==> src/design/sps_pkg.sv <==
// ----------------------------------------------------------------------------
// sps_pkg
// Shared types, codes, reset values and phase tables of the stepper phase
// sequencer.
// ----------------------------------------------------------------------------
package sps_pkg;

  localparam int POSITION_BITS_DEFAULT = 16;
  localparam int PHASE_TABLE_DEPTH     = 8;
  localparam int PHASE_BITS            = $clog2(PHASE_TABLE_DEPTH);

  localparam int ACTION_BITS  = 3;
  localparam int TARGET_BITS  = 16;
  localparam int COIL_BITS    = 4;
  localparam int OUT_POS_BITS = 16;
  localparam int STATUS_BITS  = 2;
  localparam int TICK_BITS    = 16;
  localparam int CFG_DATA_BITS  = 16;
  localparam int CFG_INDEX_BITS = 3;
  localparam int S_TDATA_BITS = 24;
  localparam int M_TDATA_BITS = 24;

  typedef enum logic [ACTION_BITS-1:0] {
    ACT_TICK   = 3'd0,
    ACT_MOVE   = 3'd1,
    ACT_RUN    = 3'd2,
    ACT_STOP   = 3'd3,
    ACT_SINGLE = 3'd4,
    ACT_ASSIGN = 3'd5
  } action_t;

  typedef enum logic [STATUS_BITS-1:0] {
    ST_OK     = 2'd0,
    ST_BUSY   = 2'd1,
    ST_LIMITS = 2'd2
  } status_t;

  typedef enum logic [CFG_INDEX_BITS-1:0] {
    CFG_HALF_STEP = 3'd0,
    CFG_TICKS     = 3'd1,
    CFG_POS_MIN   = 3'd2,
    CFG_POS_MAX   = 3'd3,
    CFG_INVERT    = 3'd4
  } cfg_index_t;

  localparam logic [TICK_BITS-1:0]          TICKS_RESET   = 16'd1;
  localparam logic signed [TARGET_BITS-1:0] POS_MIN_RESET = 16'sd0;
  localparam logic signed [TARGET_BITS-1:0] POS_MAX_RESET = 16'sd100;

  function automatic logic [COIL_BITS-1:0] phase_coils(input logic half,
                                                       input logic [PHASE_BITS-1:0] idx);
    logic [COIL_BITS-1:0] c;
    if (half) begin
      case (idx)
        3'd0: c = 4'b1010;
        3'd1: c = 4'b0010;
        3'd2: c = 4'b0110;
        3'd3: c = 4'b0100;
        3'd4: c = 4'b0101;
        3'd5: c = 4'b0001;
        3'd6: c = 4'b1001;
        3'd7: c = 4'b1000;
        default: c = 4'b0000;
      endcase
    end else begin
      case (idx[1:0])
        2'd0: c = 4'b1010;
        2'd1: c = 4'b0110;
        2'd2: c = 4'b0101;
        2'd3: c = 4'b1001;
        default: c = 4'b0000;
      endcase
    end
    return c;
  endfunction

endpackage

==> src/design/stepper_phase_sequencer.sv <==
// ----------------------------------------------------------------------------
// stepper_phase_sequencer
// Two-phase stepper motor sequencer driving a 4-bit coil pattern from a
// full-step or half-step phase table, with move, free run, step, stop and
// position assign commands.
// ----------------------------------------------------------------------------
// Every input transaction (a command or a tick) produces exactly one result
// transaction, registered as it is accepted. One is accepted per clock, since
// the whole state update is a single register load from short logic, and a
// new transaction is accepted whenever the result register is empty or is
// being taken in the same cycle. Configuration writes take effect at once.
module stepper_phase_sequencer #(
  parameter int POSITION_BITS = sps_pkg::POSITION_BITS_DEFAULT
) (
  input  logic                                 clk,
  input  logic                                 rst,
  input  logic                                 s_tvalid,
  output logic                                 s_tready,
  // target[15:0], direction[16], zero fill [23:17]
  input  logic [sps_pkg::S_TDATA_BITS-1:0]     s_tdata,
  // action[2:0]
  input  logic [sps_pkg::ACTION_BITS-1:0]      s_tuser,
  output logic                                 m_tvalid,
  input  logic                                 m_tready,
  // coils[3:0], position[19:4], running[20], stepped[21], status[23:22]
  output logic [sps_pkg::M_TDATA_BITS-1:0]     m_tdata,
  input  logic                                 cfg_we,
  input  logic [sps_pkg::CFG_INDEX_BITS-1:0]   cfg_index,
  input  logic [sps_pkg::CFG_DATA_BITS-1:0]    cfg_data
);

  localparam int PB = sps_pkg::PHASE_BITS;

  logic                                 half_step_mode;
  logic [sps_pkg::TICK_BITS-1:0]        ticks_per_step;
  logic signed [sps_pkg::TARGET_BITS-1:0] position_min;
  logic signed [sps_pkg::TARGET_BITS-1:0] position_max;
  logic                                 invert_phase_direction;

  logic [PB-1:0]                        phase_index, phase_index_next;
  logic [POSITION_BITS-1:0]             current_position, current_position_next;
  logic [POSITION_BITS-1:0]             goal_position, goal_position_next;
  logic                                 active, active_next;
  logic                                 free_running, free_running_next;
  logic                                 moving_backward, moving_backward_next;
  logic [sps_pkg::TICK_BITS-1:0]        tick_countdown, tick_countdown_next;
  logic [sps_pkg::COIL_BITS-1:0]        coil_pattern, coil_pattern_next;

  logic                                 accept;
  sps_pkg::action_t                     action;
  logic signed [sps_pkg::TARGET_BITS-1:0] target;
  logic                                 direction;
  logic signed [31:0]                   target_wide;
  logic [POSITION_BITS-1:0]             target_pos;
  logic [31:0]                          pos_wide;

  logic                                 step_backward;
  logic [sps_pkg::COIL_BITS-1:0]        step_coils;
  logic [PB-1:0]                        step_phase;
  logic [POSITION_BITS-1:0]             step_pos;
  logic [sps_pkg::TICK_BITS-1:0]        reload;

  logic                                 stepped;
  sps_pkg::status_t                     status;

  assign accept    = s_tvalid && s_tready;
  assign s_tready  = !m_tvalid || m_tready;
  assign action    = sps_pkg::action_t'(s_tuser);
  assign target    = s_tdata[sps_pkg::TARGET_BITS-1:0];
  assign direction = s_tdata[sps_pkg::TARGET_BITS];
  assign target_wide = 32'(target);
  assign target_pos  = target_wide[POSITION_BITS-1:0];
  assign reload = (ticks_per_step == '0) ? '0 : ticks_per_step - sps_pkg::TICK_BITS'(1);
  assign step_backward = (action == sps_pkg::ACT_SINGLE) ? direction : moving_backward;

  sps_step #(
    .POSITION_BITS(POSITION_BITS)
  ) u_step (
    .half_step  (half_step_mode),
    .invert     (invert_phase_direction),
    .backward   (step_backward),
    .phase      (phase_index),
    .pos        (current_position),
    .coils      (step_coils),
    .phase_next (step_phase),
    .pos_next   (step_pos)
  );

  always_comb begin
    phase_index_next      = phase_index;
    current_position_next = current_position;
    goal_position_next    = goal_position;
    active_next           = active;
    free_running_next     = free_running;
    moving_backward_next  = moving_backward;
    tick_countdown_next   = tick_countdown;
    coil_pattern_next     = coil_pattern;
    stepped               = 1'b0;
    status                = sps_pkg::ST_OK;
    case (action)
      sps_pkg::ACT_TICK: begin
        if (active) begin
          if (tick_countdown != '0) begin
            tick_countdown_next = tick_countdown - sps_pkg::TICK_BITS'(1);
          end else begin
            coil_pattern_next     = step_coils;
            phase_index_next      = step_phase;
            current_position_next = step_pos;
            stepped               = 1'b1;
            tick_countdown_next   = reload;
            if (!free_running && step_pos == goal_position) begin
              active_next = 1'b0;
            end
          end
        end
      end
      sps_pkg::ACT_MOVE: begin
        if (active) begin
          status = sps_pkg::ST_BUSY;
        end else if (target < position_min || target > position_max) begin
          status = sps_pkg::ST_LIMITS;
        end else begin
          goal_position_next   = target_pos;
          moving_backward_next = $signed(target_pos) < $signed(current_position);
          free_running_next    = 1'b0;
          active_next          = target_pos != current_position;
          tick_countdown_next  = '0;
        end
      end
      sps_pkg::ACT_RUN: begin
        if (active) begin
          status = sps_pkg::ST_BUSY;
        end else begin
          moving_backward_next = direction;
          free_running_next    = 1'b1;
          active_next          = 1'b1;
          tick_countdown_next  = '0;
        end
      end
      sps_pkg::ACT_STOP: begin
        active_next       = 1'b0;
        free_running_next = 1'b0;
        coil_pattern_next = '0;
      end
      sps_pkg::ACT_SINGLE: begin
        if (active) begin
          status = sps_pkg::ST_BUSY;
        end else begin
          moving_backward_next  = direction;
          coil_pattern_next     = step_coils;
          phase_index_next      = step_phase;
          current_position_next = step_pos;
          stepped               = 1'b1;
        end
      end
      sps_pkg::ACT_ASSIGN: begin
        if (active) begin
          status = sps_pkg::ST_BUSY;
        end else begin
          current_position_next = target_pos;
        end
      end
      default: begin
      end
    endcase
  end

  assign pos_wide = 32'(current_position_next);

  always_ff @(posedge clk) begin
    if (rst) begin
      half_step_mode         <= 1'b0;
      ticks_per_step         <= sps_pkg::TICKS_RESET;
      position_min           <= sps_pkg::POS_MIN_RESET;
      position_max           <= sps_pkg::POS_MAX_RESET;
      invert_phase_direction <= 1'b0;
    end else if (cfg_we) begin
      case (cfg_index)
        sps_pkg::CFG_HALF_STEP: half_step_mode         <= cfg_data[0];
        sps_pkg::CFG_TICKS:     ticks_per_step         <= cfg_data;
        sps_pkg::CFG_POS_MIN:   position_min           <= cfg_data;
        sps_pkg::CFG_POS_MAX:   position_max           <= cfg_data;
        sps_pkg::CFG_INVERT:    invert_phase_direction <= cfg_data[0];
        default: begin
        end
      endcase
    end
  end

  always_ff @(posedge clk) begin
    if (rst) begin
      phase_index      <= '0;
      current_position <= '0;
      goal_position    <= '0;
      active           <= 1'b0;
      free_running     <= 1'b0;
      moving_backward  <= 1'b0;
      tick_countdown   <= '0;
      coil_pattern     <= '0;
    end else if (accept) begin
      phase_index      <= phase_index_next;
      current_position <= current_position_next;
      goal_position    <= goal_position_next;
      active           <= active_next;
      free_running     <= free_running_next;
      moving_backward  <= moving_backward_next;
      tick_countdown   <= tick_countdown_next;
      coil_pattern     <= coil_pattern_next;
    end
  end

  always_ff @(posedge clk) begin
    if (rst) begin
      m_tvalid <= 1'b0;
    end else if (accept) begin
      m_tvalid <= 1'b1;
    end else if (m_tready) begin
      m_tvalid <= 1'b0;
    end
  end

  always_ff @(posedge clk) begin
    if (accept) begin
      m_tdata <= {status, stepped, active_next, pos_wide[sps_pkg::OUT_POS_BITS-1:0],
                  coil_pattern_next};
    end
  end

endmodule

==> src/design/sps_step.sv <==
// ----------------------------------------------------------------------------
// sps_step
// One motor step: coil pattern from the phase table, next phase index and
// next position.
// ----------------------------------------------------------------------------
module sps_step #(
  parameter int POSITION_BITS = sps_pkg::POSITION_BITS_DEFAULT
) (
  input  logic                            half_step,
  input  logic                            invert,
  input  logic                            backward,
  input  logic [sps_pkg::PHASE_BITS-1:0]  phase,
  input  logic [POSITION_BITS-1:0]        pos,
  output logic [sps_pkg::COIL_BITS-1:0]   coils,
  output logic [sps_pkg::PHASE_BITS-1:0]  phase_next,
  output logic [POSITION_BITS-1:0]        pos_next
);

  localparam logic [sps_pkg::PHASE_BITS-1:0] PHASE_BACK =
    sps_pkg::PHASE_BITS'(sps_pkg::PHASE_TABLE_DEPTH - 1);
  localparam logic [sps_pkg::PHASE_BITS-1:0] PHASE_FWD = sps_pkg::PHASE_BITS'(1);

  always_comb begin
    coils      = sps_pkg::phase_coils(half_step, phase);
    phase_next = phase + ((backward ^ invert) ? PHASE_BACK : PHASE_FWD);
    pos_next   = backward ? pos - POSITION_BITS'(1) : pos + POSITION_BITS'(1);
  end

endmodule

==> config.mk <==
export PLATFORM = sky130hd
export DESIGN_NAME = stepper_phase_sequencer
export DESIGN_NICKNAME = d
export VERILOG_FILES = /design/src/design/sps_pkg.sv /design/src/design/stepper_phase_sequencer.sv /design/src/design/sps_step.sv
export SDC_FILE = /design/constraint.sdc
export NUM_CORES = 1
export LEC_CHECK = 0
export BUFFER_PORTS_ARGS = -buffer_cell sky130_fd_sc_hd__buf_4
export CELL_PAD_IN_SITES_DETAIL_PLACEMENT = 2
export CELL_PAD_IN_SITES_GLOBAL_PLACEMENT = 2
export CORE_MARGIN = 5
export CORE_UTILIZATION = 39
export DETAILED_ROUTE_END_ITERATION = 16
export PLACE_DENSITY = 0.81
export SLEW_MARGIN = 15
export SYNTH_ARGS = -nofsm -noshare
export SYNTH_HDL_FRONTEND = slang
export SYNTH_HIERARCHICAL = 1
export SYNTH_SLANG_ARGS = --single-unit
==> constraint.sdc <==
create_clock -name clk -period 8.6 [get_ports clk]
set_input_delay 2.15 -clock clk [delete_from_list [all_inputs] [get_ports clk]]
set_output_delay 2.15 -clock clk [all_outputs]
set_load 0.02 [all_outputs]
; Word-level counts from Yosys, hierarchy flattened
; Memory sizes are Yosys's and may differ from the RTL's. A register that Yosys moved wholly into a read port is not among the register bits.
; Cells that the tools add are included.
[op_classes]
n_reduce_logical = 28
n_eq_ne = 21
bitwise = 3
add_sub_neg = 5
n_lt_le_gt_ge = 3
mux = 51
[ops]
columns = cell, n
row1 = 16-bit two-way mux, 11
row2 = 16-bit one-hot mux with 3 select lines, 2
row3 = "16-bit by 1-bit subtractor with 16-bit output, second input constant", 3
row4 = 16-bit < comparator, 2
row5 = 1-bit two-way mux, 18
row6 = 3-bit two-way mux, 6
row7 = "16-bit by 1-bit adder with 16-bit output, second input constant", 1
row8 = 16-bit == test, 1
row9 = 16-bit greater-than comparator, 1
row10 = 16-bit zero test, 1
row11 = 4-bit two-way mux, 4
row12 = 16-bit inequality test, 1
row13 = 4-bit one-hot mux with 4 select lines, 1
row14 = 16-bit nonzero test, 1
row15 = 5-bit AND reduction, 3
row16 = "2-bit inequality test, second input constant", 7
row17 = "3-bit by 2-bit == test with 1-bit output, second input constant", 4
row18 = 4-bit one-hot mux with 3 select lines, 1
row19 = 2-bit AND reduction, 5
row20 = "3-bit == test, second input constant", 3
row21 = "3-bit by 1-bit == test with 1-bit output, second input constant", 2
row22 = 3-bit zero test, 2
row23 = 3-bit one-hot mux with 2 select lines, 1
row24 = 6-bit AND reduction, 1
row25 = other kinds (19), 29
[word_totals]
inputBits = 51
elab_cells = 127
reg_bits = 133
output_inout_bits = 26
memories = 1
rom_bits = 32
[memory_table]
columns = memory, words, word_bits, read_ports, rd_ports_with_merged_regs, wr, line_no
row1 = (name not given), 8, 4, 1, 1, 0, sps_pkg.sv:54  ; case (idx)

; Depth between registers and ports, before layout
; Gate-level depths: netlist of the first run.
[logic_depth]
ltp_word = 10
mapped_depth = 19
depth_no_buf = 16

; By module
; The synthesis of the first run kept the hierarchy.
[by_module_without_submodules]
columns = mod, instances, area_each_um2, seq_area_each_um2, cells_per_inst
row1 = stepper_phase_sequencer, 1, 7677.4, 2902.8, 926
row2 = sps_step, 1, 1014.7, 0.0, 133

; Worst setup path after synthesis of the first run
; No wires, ideal clock.
[synth_timing]
path_kind = input -> register
from = in s_tuser[2] (netlist bit)
to = reg m_tdata[20] (netlist bit), data pin
path_buffers = 3
path_stages = 17
arrival_time_ps = 5870
slack_ps = 2466
cell_sequence = clkbuf_1 > buf_2 > buf_1 > nand2_1 > mux2_2 > fa_1 > a21o_1 > a221oi_2 > o31a_1 > mux2i_1 > o2111ai_1 > xnor2_1 > nand2_1 > nor4_1 > nand4_1 > o21ai_0 > nand3_1
[synth_between]
elab_chain_cells = 9
elab_cells_between_ends = 13
classes_between = eq/ne (5) / mux (6) / reduce/logical (2)
[synth_lines]
columns = item, line_no
row1 = "start, declared", stepper_phase_sequencer.sv:22  ; input logic [sps_pkg::ACTION_BITS-1:0] s_tuser,
row2 = 3-bit == test, stepper_phase_sequencer.sv:74  ; assign step_backward = (action == sps_pkg::ACT_SINGLE) ? direction : moving_backward;
row3 = 1-bit two-way mux, stepper_phase_sequencer.sv:74
row4 = net step_backward, stepper_phase_sequencer.sv:57  ; logic step_backward;
row5 = 16-bit two-way mux, sps_step.sv:26  ; pos_next = backward ? pos - POSITION_BITS'(1) : pos + POSITION_BITS'(1);
row6 = net step_pos[12], stepper_phase_sequencer.sv:60  ; logic [POSITION_BITS-1:0] step_pos;
row7 = 16-bit == test, stepper_phase_sequencer.sv:111  ; if (!free_running && step_pos == goal_position) begin
row8 = 1-bit logical AND, stepper_phase_sequencer.sv:111
row9 = 1-bit two-way mux, stepper_phase_sequencer.sv:111
row10 = 1-bit two-way mux, stepper_phase_sequencer.sv:103  ; if (tick_countdown != '0) begin
row11 = 1-bit two-way mux, stepper_phase_sequencer.sv:102  ; if (active) begin
row12 = 1-bit one-hot mux with 4 select lines, stepper_phase_sequencer.sv:100  ; case (action)
row13 = net active_next, stepper_phase_sequencer.sv:43  ; logic active, active_next;
row14 = "end signal, assigned", stepper_phase_sequencer.sv:224  ; m_tdata <= {status, stepped, active_next, pos_wide[sps_pkg::OUT_POS_BITS-1:0],
row15 = "end, declared", stepper_phase_sequencer.sv:26  ; output logic [sps_pkg::M_TDATA_BITS-1:0] m_tdata,
; The timed path passes the listed nets, and every way through them passes these cells.
; A chain may end at the register's enable or synchronous reset.

; Final worst setup path of the first run
[layout_timing]
from = in s_tuser[0] (netlist bit)
to = reg m_tdata[20] (netlist bit), data pin
; Same word-level chain as after synthesis.

==> metrics.csv, run 1 <==
stage,metric,value,unit
route,drcViolationCount,0,
yosys,ys.flop_type,dfxtp_1,
critical_path,cpLargestDelayFamily,simple AND/OR/NAND/NOR gates,
clock_tree,cts_tree,built,
clock_tree,clk_latency,0.44,ns
cells_and_area,post-route-util,45.5,%
critical_path,cpMaxStageDelayCell,ha_1,
timing,worst_pin_slew,1.08,ns
route,viasPerCell,5.92,
clock_tree,ctsResizeCount,0,
min_path,min_from,position_min[0],
yosys,async_flop_share,0,%
critical_path,r2r_end,m_tdata[20],
die,dieArea,0.0254,sq mm
timing,rsz0062_at_grt,false,
yosys,synth.most_common_cell,nand2_1,
die,die_x,159,microns
timing,period_minus_slack,6.51,ns
critical_path,arrival,6.67,ns
die,rows,54,
die,io_pins,77,
critical_path,crit_type,input port to flop,
timing,finalSetupViolCount,0,
critical_path,worst-r2r-cell-count,14,
yosys,synth_area_leaders,"dfxtp_1 25%, ha_1 9.8%, edfxtp_1 8.3%",
route,drt-pass1-iter-count,5,
yosys,yosysTopAreaCell,dfxtp_1,
cells_and_area,drive_above_1_share,12.1,%
cells_and_area,area_delta_synth_final,14.6,%
critical_path,crit_path_end_kind,flop,
die,chipHeight,159,microns
yosys,synth_edf_count,24,
place,io_buffer_count,69,
yosys,syn_nets,1180,
critical_path,crit_path_frequent_cell,nand2_1,
clock_tree,clock_sinks,133,
timing,slew_violations,0,
yosys,synth_common_cells,"169 x nand2_1, 109 x dfxtp_1, 100 x a21oi_1",
yosys,synth_top_area_share,25.1,%
timing,hold_viol,0,
global_routing,track_usage,24.4,%
clock_tree,numCtsBuffers,17,
pwr,max-vdd-ir-drop,0.0901,mV
yosys,synth_cells,1059,
flow_run,maxCapViolations,0,
die,core,0.0219,sq mm
timing,max_slew_margin,27.8,%
place,gp_congestion,0.851,
yosys,synth-seq-cells,133,
clock_tree,clockBufferDepth,2,
die,initial_core_util,39.7,%
critical_path,regToRegSetupSlack,4.14,ns
route,routed_wirelength,31400,microns
timing,clock.fmax,0.154,GHz
timing,fin_tns_setup,0,ns
route,via_count,8233,
clock_tree,clk_pin_slew,0.06,ns
min_path,hp-class,flop to flop,
pwr,p_leak,0.00386,uW
critical_path,cpPeakStageDelay,0.59,ns
min_path,holdPathStages,2,
critical_path,cp-start-kind,input port,
global_routing,grt_overflow,0,
yosys,yosysUniqueCellTypes,77,
cells_and_area,n_antenna_cell,0,
yosys,ys.warnings.count,6,
global_routing,grt_pass1_vias,8945,
place,dp_hpwl,22400,microns
global_routing,grt_antenna_before_repair,0,
clock_tree,cts_hold_buf,0,
route,drt-initial-drc-count,442,
critical_path,cp_cell_sequence,buf_4 > nor2_1 > nand2_1 > mux2_2 > ha_1 > nand4_1 > a21oi_1 > nand2_1 > a41oi_1 > xor2_1 > xor2_1 > nor4_1 > nand2_1 > nor4_1 > nand4_1 > o21ai_0 > nand3_1,
global_routing,grt_start_max_net_pins,98,
route,wire_per_inst,22.6,microns
route,drtAntennaViolNets,0,
timing,finalCritPeriodShare,75.7,%
critical_path,rr_startpoint,moving_backward,
critical_path,critPathBufInv,1,
pwr,power_density,196,mW/mm^2
timing,fin_worst_skew,0.0208,ns
outcome,run_status,"finished, final reports clean",
clock_tree,h-tree-depth,4,
critical_path,required,8.76,ns
yosys,avgSynthCellArea,8.21,sq um
clock_tree,post-cts-setup-buffers,0,
cells_and_area,layout.nets,1218,
clock_tree,cts-root-buf,clkbuf_16,
critical_path,path_max_fanout,22,
pwr,finalPower,1950,uW
min_path,hold_end,position_min[0],
yosys,syn_area,0.00869,sq mm
yosys,synth_seq_area_share,33.4,%
global_routing,grt_pass1_wl,50200,microns
## cells by family (layout without fill, tap and decap cells)
family                   after synthesis  count (layout)  synth area share (%)
AND/OR/NAND/NOR                      368             368                  20.3
AO/OA/AOI/OAI                        278             278                  21.3
flip-flops                           133             133                  33.4
buffers and inverters                128             179                  6.00
adder cells (fa/ha/maj)               70              70                  10.2
XOR/XNOR                              50              50                  5.04
multiplexers                          32              32                  3.71
## state kept, by name (all words and copies together), names as in the netlist
name and count:
half_step_mode 1, invert_phase_direction 1, goal_position 16, ticks_per_step 16, phase_index 3, tick_countdown 16
moving_backward 1, coil_pattern 4, current_position 16, m_tdata 24, active 1, m_tvalid 1
position_max 16, free_running 1, position_min 16
## through the flow
step | hold WS, ns | cell area [sq um] | worst slack, ns | instances
3_5_place_dp | 0.454 | 9360 | 1.89 | 1358
6_report | 0.458 | 9960 | 2.09 | 1390
2_1_floorplan | 0.432 | 8690 | 2.47 | 1059
3_3_place_gp | 0.443 | 9360 | 2.04 | 1358
4_1_cts | 0.462 | 9960 | 2.20 | 1390
5_1_grt | 0.479 | 9960 | 1.74 | 1390
## how the worst max path moves through the flow
| stage | startpoint | end | slack, ns | depth (start not counted) |
|---|---|---|---|---|
| after floorplan | s_tuser[2] | m_tdata[20] | 2.47 | 17 |
| after global placement | s_tuser[0] | m_tdata[20] | 2.04 | 17 |
| after detailed placement | s_tuser[0] | m_tdata[20] | 1.89 | 17 |
| after CTS | s_tuser[0] | m_tdata[20] | 2.20 | 17 |
| after global routing | s_tuser[0] | m_tdata[20] | 1.74 | 17 |
| final | s_tuser[0] | m_tdata[20] | 2.09 | 17 |
## where the power goes
part	switching (uW)	internal [uW]	leakage, uW
sequential	24.1	663	0.00113
combinational	318	175	0.00245
clock	317	450	0.000287
## worst register-to-register path, cell delays in order (launching register included)
cell	delay, ns
dfxtp_1	0.31
mux2_2	0.49
ha_1	0.61
nand4_1	0.29
a21oi_1	0.20
nand2_1	0.14
a41oi_1	0.29
xor2_1	0.53
xor2_1	0.14
nor4_1	0.25
nand2_1	0.14
nor4_1	0.27
nand4_1	0.15
o21ai_0	0.26
nand3_1	0.14
## layout make-up
| class | count | area (sq um) |
|---|---|---|
| clock buffers | 20 | 458 |
| inverters | 72 | 270 |
| repair buffers | 75 | 563 |
| clock inverters | 12 | 143 |
| fillers | 2473 | 11900 |
| multi-input cells | 798 | 5270 |
| flip-flops and latches | 133 | 2900 |
| well taps | 280 | 350 |
## per-layer routing
metal / vias to the layer above / track usage [%] / wire length, microns
met5: - / 0 / 0
met4: 0 / 6.36 / 528
met3: 42 / 3.78 / 1150
met2: 172 / 42.7 / 15700
met1: 4153 / 31.4 / 14000
li1: 3866 / - / -
## cell usage in the layout (no fill, tap or decap), types with 22 or more instances in the layout
master,count
buf_4,75
inv_1,71
edfxtp_1,24
nor2_1,66
dfxtp_1,109
ha_1,68
xor2_1,22
mux2i_1,30
nand2_1,169
xnor2_1,28
a21oi_1,100
o21ai_0,44
Power figures use the tool's default switching activity.
==> inputs of run 2 (changes only) <==
- CORE_UTILIZATION: 39 -> 36
- PLACE_DENSITY: 0.81 -> 0.76
- clock period: 8.6 -> 6.23 ns (I/O delays scaled with it)
==> run 2 against run 1 <==
  * Sequential cell count did not move
  * Cell count rose by 3.4%
  * First-iteration DRC count shrank 8.8%
  * Via count down 0.40%
  * Critical path type unchanged
  * Critical endpoint unchanged
  * Largest cell class unchanged
  * Highest routed layer is now met5
==> metrics.csv, run 2 (synthesis results as in run 1) <==
stage,metric,value,unit,change
clock_tree,ctsResizeCount,0,,unchanged
clock_tree,clk_pin_slew,0.06,ns,about the same
critical_path,cp-start-kind,input port,,unchanged
timing,hold_viol,0,,unchanged
timing,period_minus_slack,5.67,ns,
critical_path,critPathBufInv,1,,unchanged
clock_tree,numCtsBuffers,17,,unchanged
cells_and_area,final_area,0.0101,sq mm,was 0.00996 sq mm
global_routing,grt_start_max_net_pins,61,,was 98
pwr,power_density,263,mW/mm^2,was 196 mW/mm^2
timing,fin_worst_skew,0.0121,ns,was 0.0208 ns
route,wire_per_inst,21.5,microns,was 22.6 microns
place,dpl_cell_area,0.00947,sq mm,was 0.00936 sq mm
outcome,run_status,"finished, final reports clean",,unchanged
die,rows,56,,was 54
route,drt-pass1-iter-count,5,,unchanged
critical_path,crit_path_end_kind,flop,,unchanged
timing,fin_tns_setup,0,ns,unchanged
die,core,0.0236,sq mm,was 0.0219 sq mm
global_routing,grt_pass1_vias,8969,,"was 8,945"
place,io_buffer_count,69,,unchanged
die,io_pins,77,,unchanged
clock_tree,cts_tree,built,,unchanged
clock_tree,post-cts-setup-buffers,0,,unchanged
cells_and_area,final_cell_mix,"169 x nand2_1, 109 x dfxtp_1, 100 x a21oi_1, 83 x buf_4, 71 x inv_1",,"was 169 x nand2_1, 109 x dfxtp_1, 100 x a21oi_1, 75 x buf_4, 71 x inv_1"
clock_tree,clockBufferDepth,2,,unchanged
die,die_x,165,microns,was 159 microns
global_routing,grt_antenna_before_repair,1,,was 0
clock_tree,clk_latency,0.43,ns,was 0.44 ns
route,viasPerCell,5.71,,was 5.92
route,routed_wirelength,30900,microns,"was 31,400 microns"
cells_and_area,layout.nets,1226,,"was 1,218"
die,dieArea,0.0274,sq mm,was 0.0254 sq mm
route,via_count,8200,,"was 8,233"
pwr,p_leak,0.00390,uW,was 0.00386 uW
critical_path,cpLargestDelayFamily,simple AND/OR/NAND/NOR gates,,unchanged
route,drcViolationCount,0,,unchanged
critical_path,path_max_fanout,13,,was 22
pwr,max-vdd-ir-drop,0.108,mV,was 0.0901 mV
clock_tree,cts-root-buf,clkbuf_16,,unchanged
die,chipHeight,165,microns,was 159 microns
critical_path,required,6.39,ns,was 8.76 ns
place,dp_cells,1405,,"was 1,358"
cells_and_area,final_cells,1437,,"was 1,390"
cells_and_area,max_flop_register,m_tdata,,unchanged
critical_path,cp_cell_sequence,buf_4 > nor2_1 > nand2_1 > mux2_2 > ha_1 > nand4_1 > a21oi_1 > nand2_1 > a41oi_1 > xor2_1 > xor2_1 > nor4_1 > nand2_1 > nor4_1 > nand4_1 > o21ai_0 > nand3_1,,unchanged
cells_and_area,layout_commonest_cell,nand2_1,,unchanged
cells_and_area,area_delta_synth_final,15.6,%,was 14.6%
critical_path,crit_type,input port to flop,,unchanged
route,drt-initial-drc-count,403,,was 442
global_routing,grt_pass1_wl,49100,microns,"was 50,200 microns"
flow_run,maxCapViolations,0,,unchanged
timing,slew_violations,0,,unchanged
clock_tree,cts_hold_buf,0,,unchanged
critical_path,crit_path_frequent_cell,nand2_1,,unchanged
place,gp_congestion,0.846,,was 0.851
cells_and_area,nFillCells,2726,,"was 2,473"
clock_tree,clock_sinks,133,,unchanged
timing,rsz0062_at_grt,false,,unchanged
min_path,hp-class,flop to flop,,unchanged
clock_tree,h-tree-depth,4,,unchanged
critical_path,arrival,5.83,ns,was 6.67 ns
cells_and_area,n_antenna_cell,0,,unchanged
timing,worst_pin_slew,1.04,ns,was 1.08 ns
timing,max_slew_margin,30.4,%,was 27.8%
place,dp_hpwl,22500,microns,"was 22,400 microns"
timing,clock.fmax,0.176,GHz,
die,initial_core_util,36.8,%,was 39.7%
critical_path,cpPeakStageDelay,0.54,ns,was 0.59 ns
global_routing,grt_overflow,0,,unchanged
timing,finalCritPeriodShare,91.1,%,
global_routing,track_usage,23.0,%,was 24.4%
cells_and_area,largest_reg_flops,24,,unchanged
cells_and_area,drive_above_1_share,12.8,%,was 12.1%
critical_path,cpMaxStageDelayCell,ha_1,,unchanged
timing,finalSetupViolCount,0,,unchanged
route,drtAntennaViolNets,0,,unchanged
-- run 2: changes by cell type in the layout (fill, tap and decap cells not counted), sizes merged --
| cell | before | now |
|---|---|---|
| buf | 75 | 83 |
| clkinv | 5 | 7 |
| clkinvlp | 2 | 1 |
| bufinv | 2 | 1 |
-- run 2: per-layer routing --
layer	wire length (microns)	up-vias	global-route usage [%]
met5	13	-	0
met4	632	2	7.09
met3	1110	52	4.67
met2	15200	129	39.5
met1	14000	4131	29.1
li1	-	3886	-
-- run 2: final timing paths --
check | from | to | slack, ns | cells past startpoint
max | s_tuser[0] | m_tdata[20] | 0.56 | 17
min | position_min[13] | position_min[13] | 0.46 | 2
max reg2reg | moving_backward | m_tdata[20] | 1.89 | 14
min reg2reg | position_min[13] | position_min[13] | 0.46 | 2
-- run 2: cell type report --
type                            count  area [sq um]  area share, %
Multi-Input combinational cell    798          5270           52.4
Sequential cell                   133          2900           28.9
Timing Repair Buffer               83           623           6.20
Clock buffer                       20           468           4.66
Tap cell                          319           399           3.97
Inverter                           72           270           2.69
Clock inverter                     12           119           1.18
-- run 2: power breakdown --
| group | internal [uW] | switching, uW |
|---|---|---|
| Combinational | 244 | 432 |
| Sequential | 916 | 33.5 |
| Clock | 590 | 433 |
-- run 2: worst min-delay path, cell delays in order (launching register included) --
cell	delay [ns]
dfxtp_1	0.31
nand2_1	0.05
a21oi_1	0.05
-- run 2: metrics by stage --
stage          util (%)  power (uW)  hold WS [ns]  setup WS, ns
2_1_floorplan         -        1420         0.432         0.689
3_3_place_gp       40.1        1610         0.442         0.418
4_1_cts            42.6        2680         0.461         0.668
3_5_place_dp       40.1        1640         0.455         0.326
5_1_grt            42.6        2780         0.484         0.214
6_report           42.6        2650         0.458         0.556
==> inputs of run 3 (changes only) <==
- CORE_UTILIZATION: 36 -> 33
- PLACE_DENSITY: 0.76 -> 0.73
- TNS_END_PERCENT: not set -> 20
- clock period: 6.23 -> 4.9 ns (I/O delays scaled with it)
==> run 3 against run 2 <==
  * Via count increased by 0.83%
  * Power increased by 29%
  * Non-clock buffer count increased by 39
  * Die area increased by 8.5%
  * Clock-buffer cell count decreased by 2
  * Sequential share of layout area decreased by 1.0 points
  * Largest cell class unchanged
  * First-iteration DRC count decreased by 0.74%
  * Register-to-register slack got worse by 0.70 ns
  * Highest routed layer is now met4
  * Critical path type unchanged
  * Setup slack got worse by 0.33 ns
==> metrics.csv, run 3 (synthesis results as in run 1) <==
stage,metric,value,unit,change
clock_tree,numCtsBuffers,17,,unchanged
clock_tree,cts_hold_buf,0,,unchanged
critical_path,cp_cell_sequence,buf_4 > nor2_1 > nand2_1 > mux2_4 > buf_4 > ha_2 > nand4_1 > o41a_2 > mux2i_1 > a211o_1 > xnor2_1 > nand4_1 > nor4_2 > nand4_1 > o21ai_2 > nand3_1,,was buf_4 > nor2_1 > nand2_1 > mux2_2 > ha_1 > nand4_1 > a21oi_1 > nand2_1 > a41oi_1 > xor2_1 > xor2_1 > nor4_1 > nand2_1 > nor4_1 > nand4_1 > o21ai_0 > nand3_1
cells_and_area,area_delta_synth_final,19.9,%,was 15.6%
critical_path,crit_type,input port to flop,,unchanged
die,die_x,172,microns,was 165 microns
route,drt-pass1-iter-count,7,,was 5
critical_path,cpLargestDelayFamily,simple AND/OR/NAND/NOR gates,,unchanged
flow_run,maxCapViolations,0,,unchanged
die,dieArea,0.0297,sq mm,was 0.0274 sq mm
cells_and_area,layout_commonest_cell,nand2_1,,unchanged
critical_path,critPathBufInv,2,,was 1
clock_tree,cts_tree,built,,unchanged
cells_and_area,final_cell_mix,"169 x nand2_1, 122 x buf_4, 109 x dfxtp_1, 100 x a21oi_1, 71 x inv_1",,"was 169 x nand2_1, 109 x dfxtp_1, 100 x a21oi_1, 83 x buf_4, 71 x inv_1"
critical_path,worst-r2r-cell-count,13,,was 14
critical_path,arrival,4.84,ns,was 5.83 ns
global_routing,grt_pass1_wl,49700,microns,"was 49,100 microns"
outcome,run_status,"finished, final reports clean",,unchanged
critical_path,regToRegSetupSlack,1.19,ns,was 1.89 ns
global_routing,grt_antenna_before_repair,0,,was 1
timing,setup_ws,0.226,ns,was 0.556 ns
timing,finalSetupViolCount,0,,unchanged
clock_tree,h-tree-depth,4,,unchanged
timing,max_slew_margin,23.9,%,was 30.4%
min_path,holdPathStages,2,,unchanged
die,initial_core_util,33.5,%,was 36.8%
timing,fin_worst_skew,0.0156,ns,was 0.0121 ns
timing,fin_tns_setup,0,ns,unchanged
clock_tree,clk_pin_slew,0.06,ns,about the same
die,chipHeight,172,microns,was 165 microns
place,io_buffer_count,69,,unchanged
critical_path,required,5.07,ns,was 6.39 ns
clock_tree,cts-root-buf,clkbuf_16,,unchanged
clock_tree,clk_latency,0.43,ns,about the same
cells_and_area,layout.nets,1265,,"was 1,226"
timing,rsz0062_at_grt,true,,was false
place,pre_cts_ws,-0.234,ns,was 0.326 ns
critical_path,rr_startpoint,moving_backward,,unchanged
critical_path,r2r_end,m_tdata[20],,unchanged
route,wire_per_inst,21.3,microns,was 21.5 microns
place,gp_congestion,0.843,,was 0.846
critical_path,cpMaxStageDelayCell,o41a_2,,was ha_1
pwr,max-vdd-ir-drop,0.191,mV,was 0.108 mV
route,drtAntennaViolNets,0,,unchanged
pwr,power_density,329,mW/mm^2,was 263 mW/mm^2
timing,worst_pin_slew,1.14,ns,was 1.04 ns
pwr,p_leak,0.00411,uW,was 0.00390 uW
critical_path,path_depth,16,,was 17
cells_and_area,drive_above_1_share,16.7,%,was 12.8%
critical_path,crit_path_frequent_cell,nand4_1,,was nand2_1
clock_tree,post-cts-setup-buffers,0,,unchanged
clock_tree,clockBufferDepth,2,,unchanged
timing,period_minus_slack,4.67,ns,
min_path,min_from,position_min[14],,was position_min[13]
timing,slew_violations,0,,unchanged
global_routing,grt_start_max_net_pins,42,,was 61
timing,clock.fmax,0.214,GHz,
critical_path,path_max_fanout,11,,was 13
timing,hold_viol,0,,unchanged
cells_and_area,max_flop_register,m_tdata,,unchanged
die,core,0.0260,sq mm,was 0.0236 sq mm
die,io_pins,77,,unchanged
min_path,hp-class,flop to flop,,unchanged
clock_tree,ctsResizeCount,0,,unchanged
critical_path,cpPeakStageDelay,0.52,ns,was 0.54 ns
global_routing,grt_pass1_vias,8816,,"was 8,969"
route,routed_wirelength,31800,microns,"was 30,900 microns"
cells_and_area,nFillCells,2968,,"was 2,726"
global_routing,grt_overflow,0,,unchanged
critical_path,cp-start-kind,input port,,unchanged
cells_and_area,largest_reg_flops,24,,unchanged
timing,finalCritPeriodShare,95.4,%,
clock_tree,clock_sinks,133,,unchanged
route,viasPerCell,5.54,,was 5.71
route,drcViolationCount,0,,unchanged
place,dp_hpwl,23200,microns,"was 22,500 microns"
cells_and_area,n_antenna_cell,0,,unchanged
min_path,hold_end,position_min[14],,was position_min[13]
route,drt-initial-drc-count,400,,was 403
global_routing,track_usage,21.5,%,was 23.0%
route,via_count,8268,,"was 8,200"
critical_path,crit_path_end_kind,flop,,unchanged
die,rows,59,,was 56
## run 3: worst register-to-register path, cell delays in order (launching register included)
cell and delay (ns):
dfxtp_1 0.32, mux2_4 0.32, buf_4 0.22, ha_2 0.39, nand4_1 0.20, o41a_2 0.53
mux2i_1 0.13, a211o_1 0.36, xnor2_1 0.18, nand4_1 0.13, nor4_2 0.26, nand4_1 0.17
o21ai_2 0.16, nand3_1 0.09
## run 3: worst max path at each step
stage,endpoint,slack [ns],from
detailed placement,m_tdata[20],-0.23,s_tuser[0]
CTS,m_tdata[20],0.02,s_tuser[0]
global placement,m_tdata[20],-0.18,s_tuser[0]
global route,m_tdata[20],-0.06,s_tuser[0]
floorplan,m_tdata[20],0.03,s_tuser[2]
finish,m_tdata[20],0.23,s_tuser[0]
## run 3: power breakdown
| part | switching (uW) | total (uW) | internal [uW] |
|---|---|---|---|
| registers | 43.1 | 1210 | 1160 |
| clock network | 569 | 1300 | 727 |
| logic | 575 | 927 | 351 |
## run 3: per-layer routing
layer / vias up / wire [microns] / share of wire, % / global-route usage, %
met4: 0 / 353 / 1.1 / 4.34
met2: 138 / 15600 / 49 / 37.7
met5: - / 0 / 0 / 0
li1: 3946 / - / - / -
met1: 4169 / 14800 / 46 / 28.1
met3: 15 / 1060 / 3.3 / 3.57
## run 3: final cells by class
class / count / area, sq um / area share (%)
Sequential cell: 133 / 2900 / 27.8
Inverter: 72 / 270 / 2.59
Clock inverter: 14 / 138 / 1.32
Clock buffer: 18 / 439 / 4.21
Multi-Input combinational cell: 798 / 5340 / 51.2
Timing Repair Buffer: 122 / 916 / 8.79
Tap cell: 335 / 419 / 4.02
## run 3: per-stage QoR
step	hold slack (ns)	util, %	total power [uW]	area, sq um	std cells
2_1_floorplan	0.432	-	1800	8700	1059
3_3_place_gp	0.443	37.6	2100	9780	1460
4_1_cts	0.458	39.9	3450	10400	1492
6_report	0.457	40.1	3430	10400	1492
5_1_grt	0.480	40.1	3590	10400	1492
3_5_place_dp	0.450	37.6	2140	9780	1460
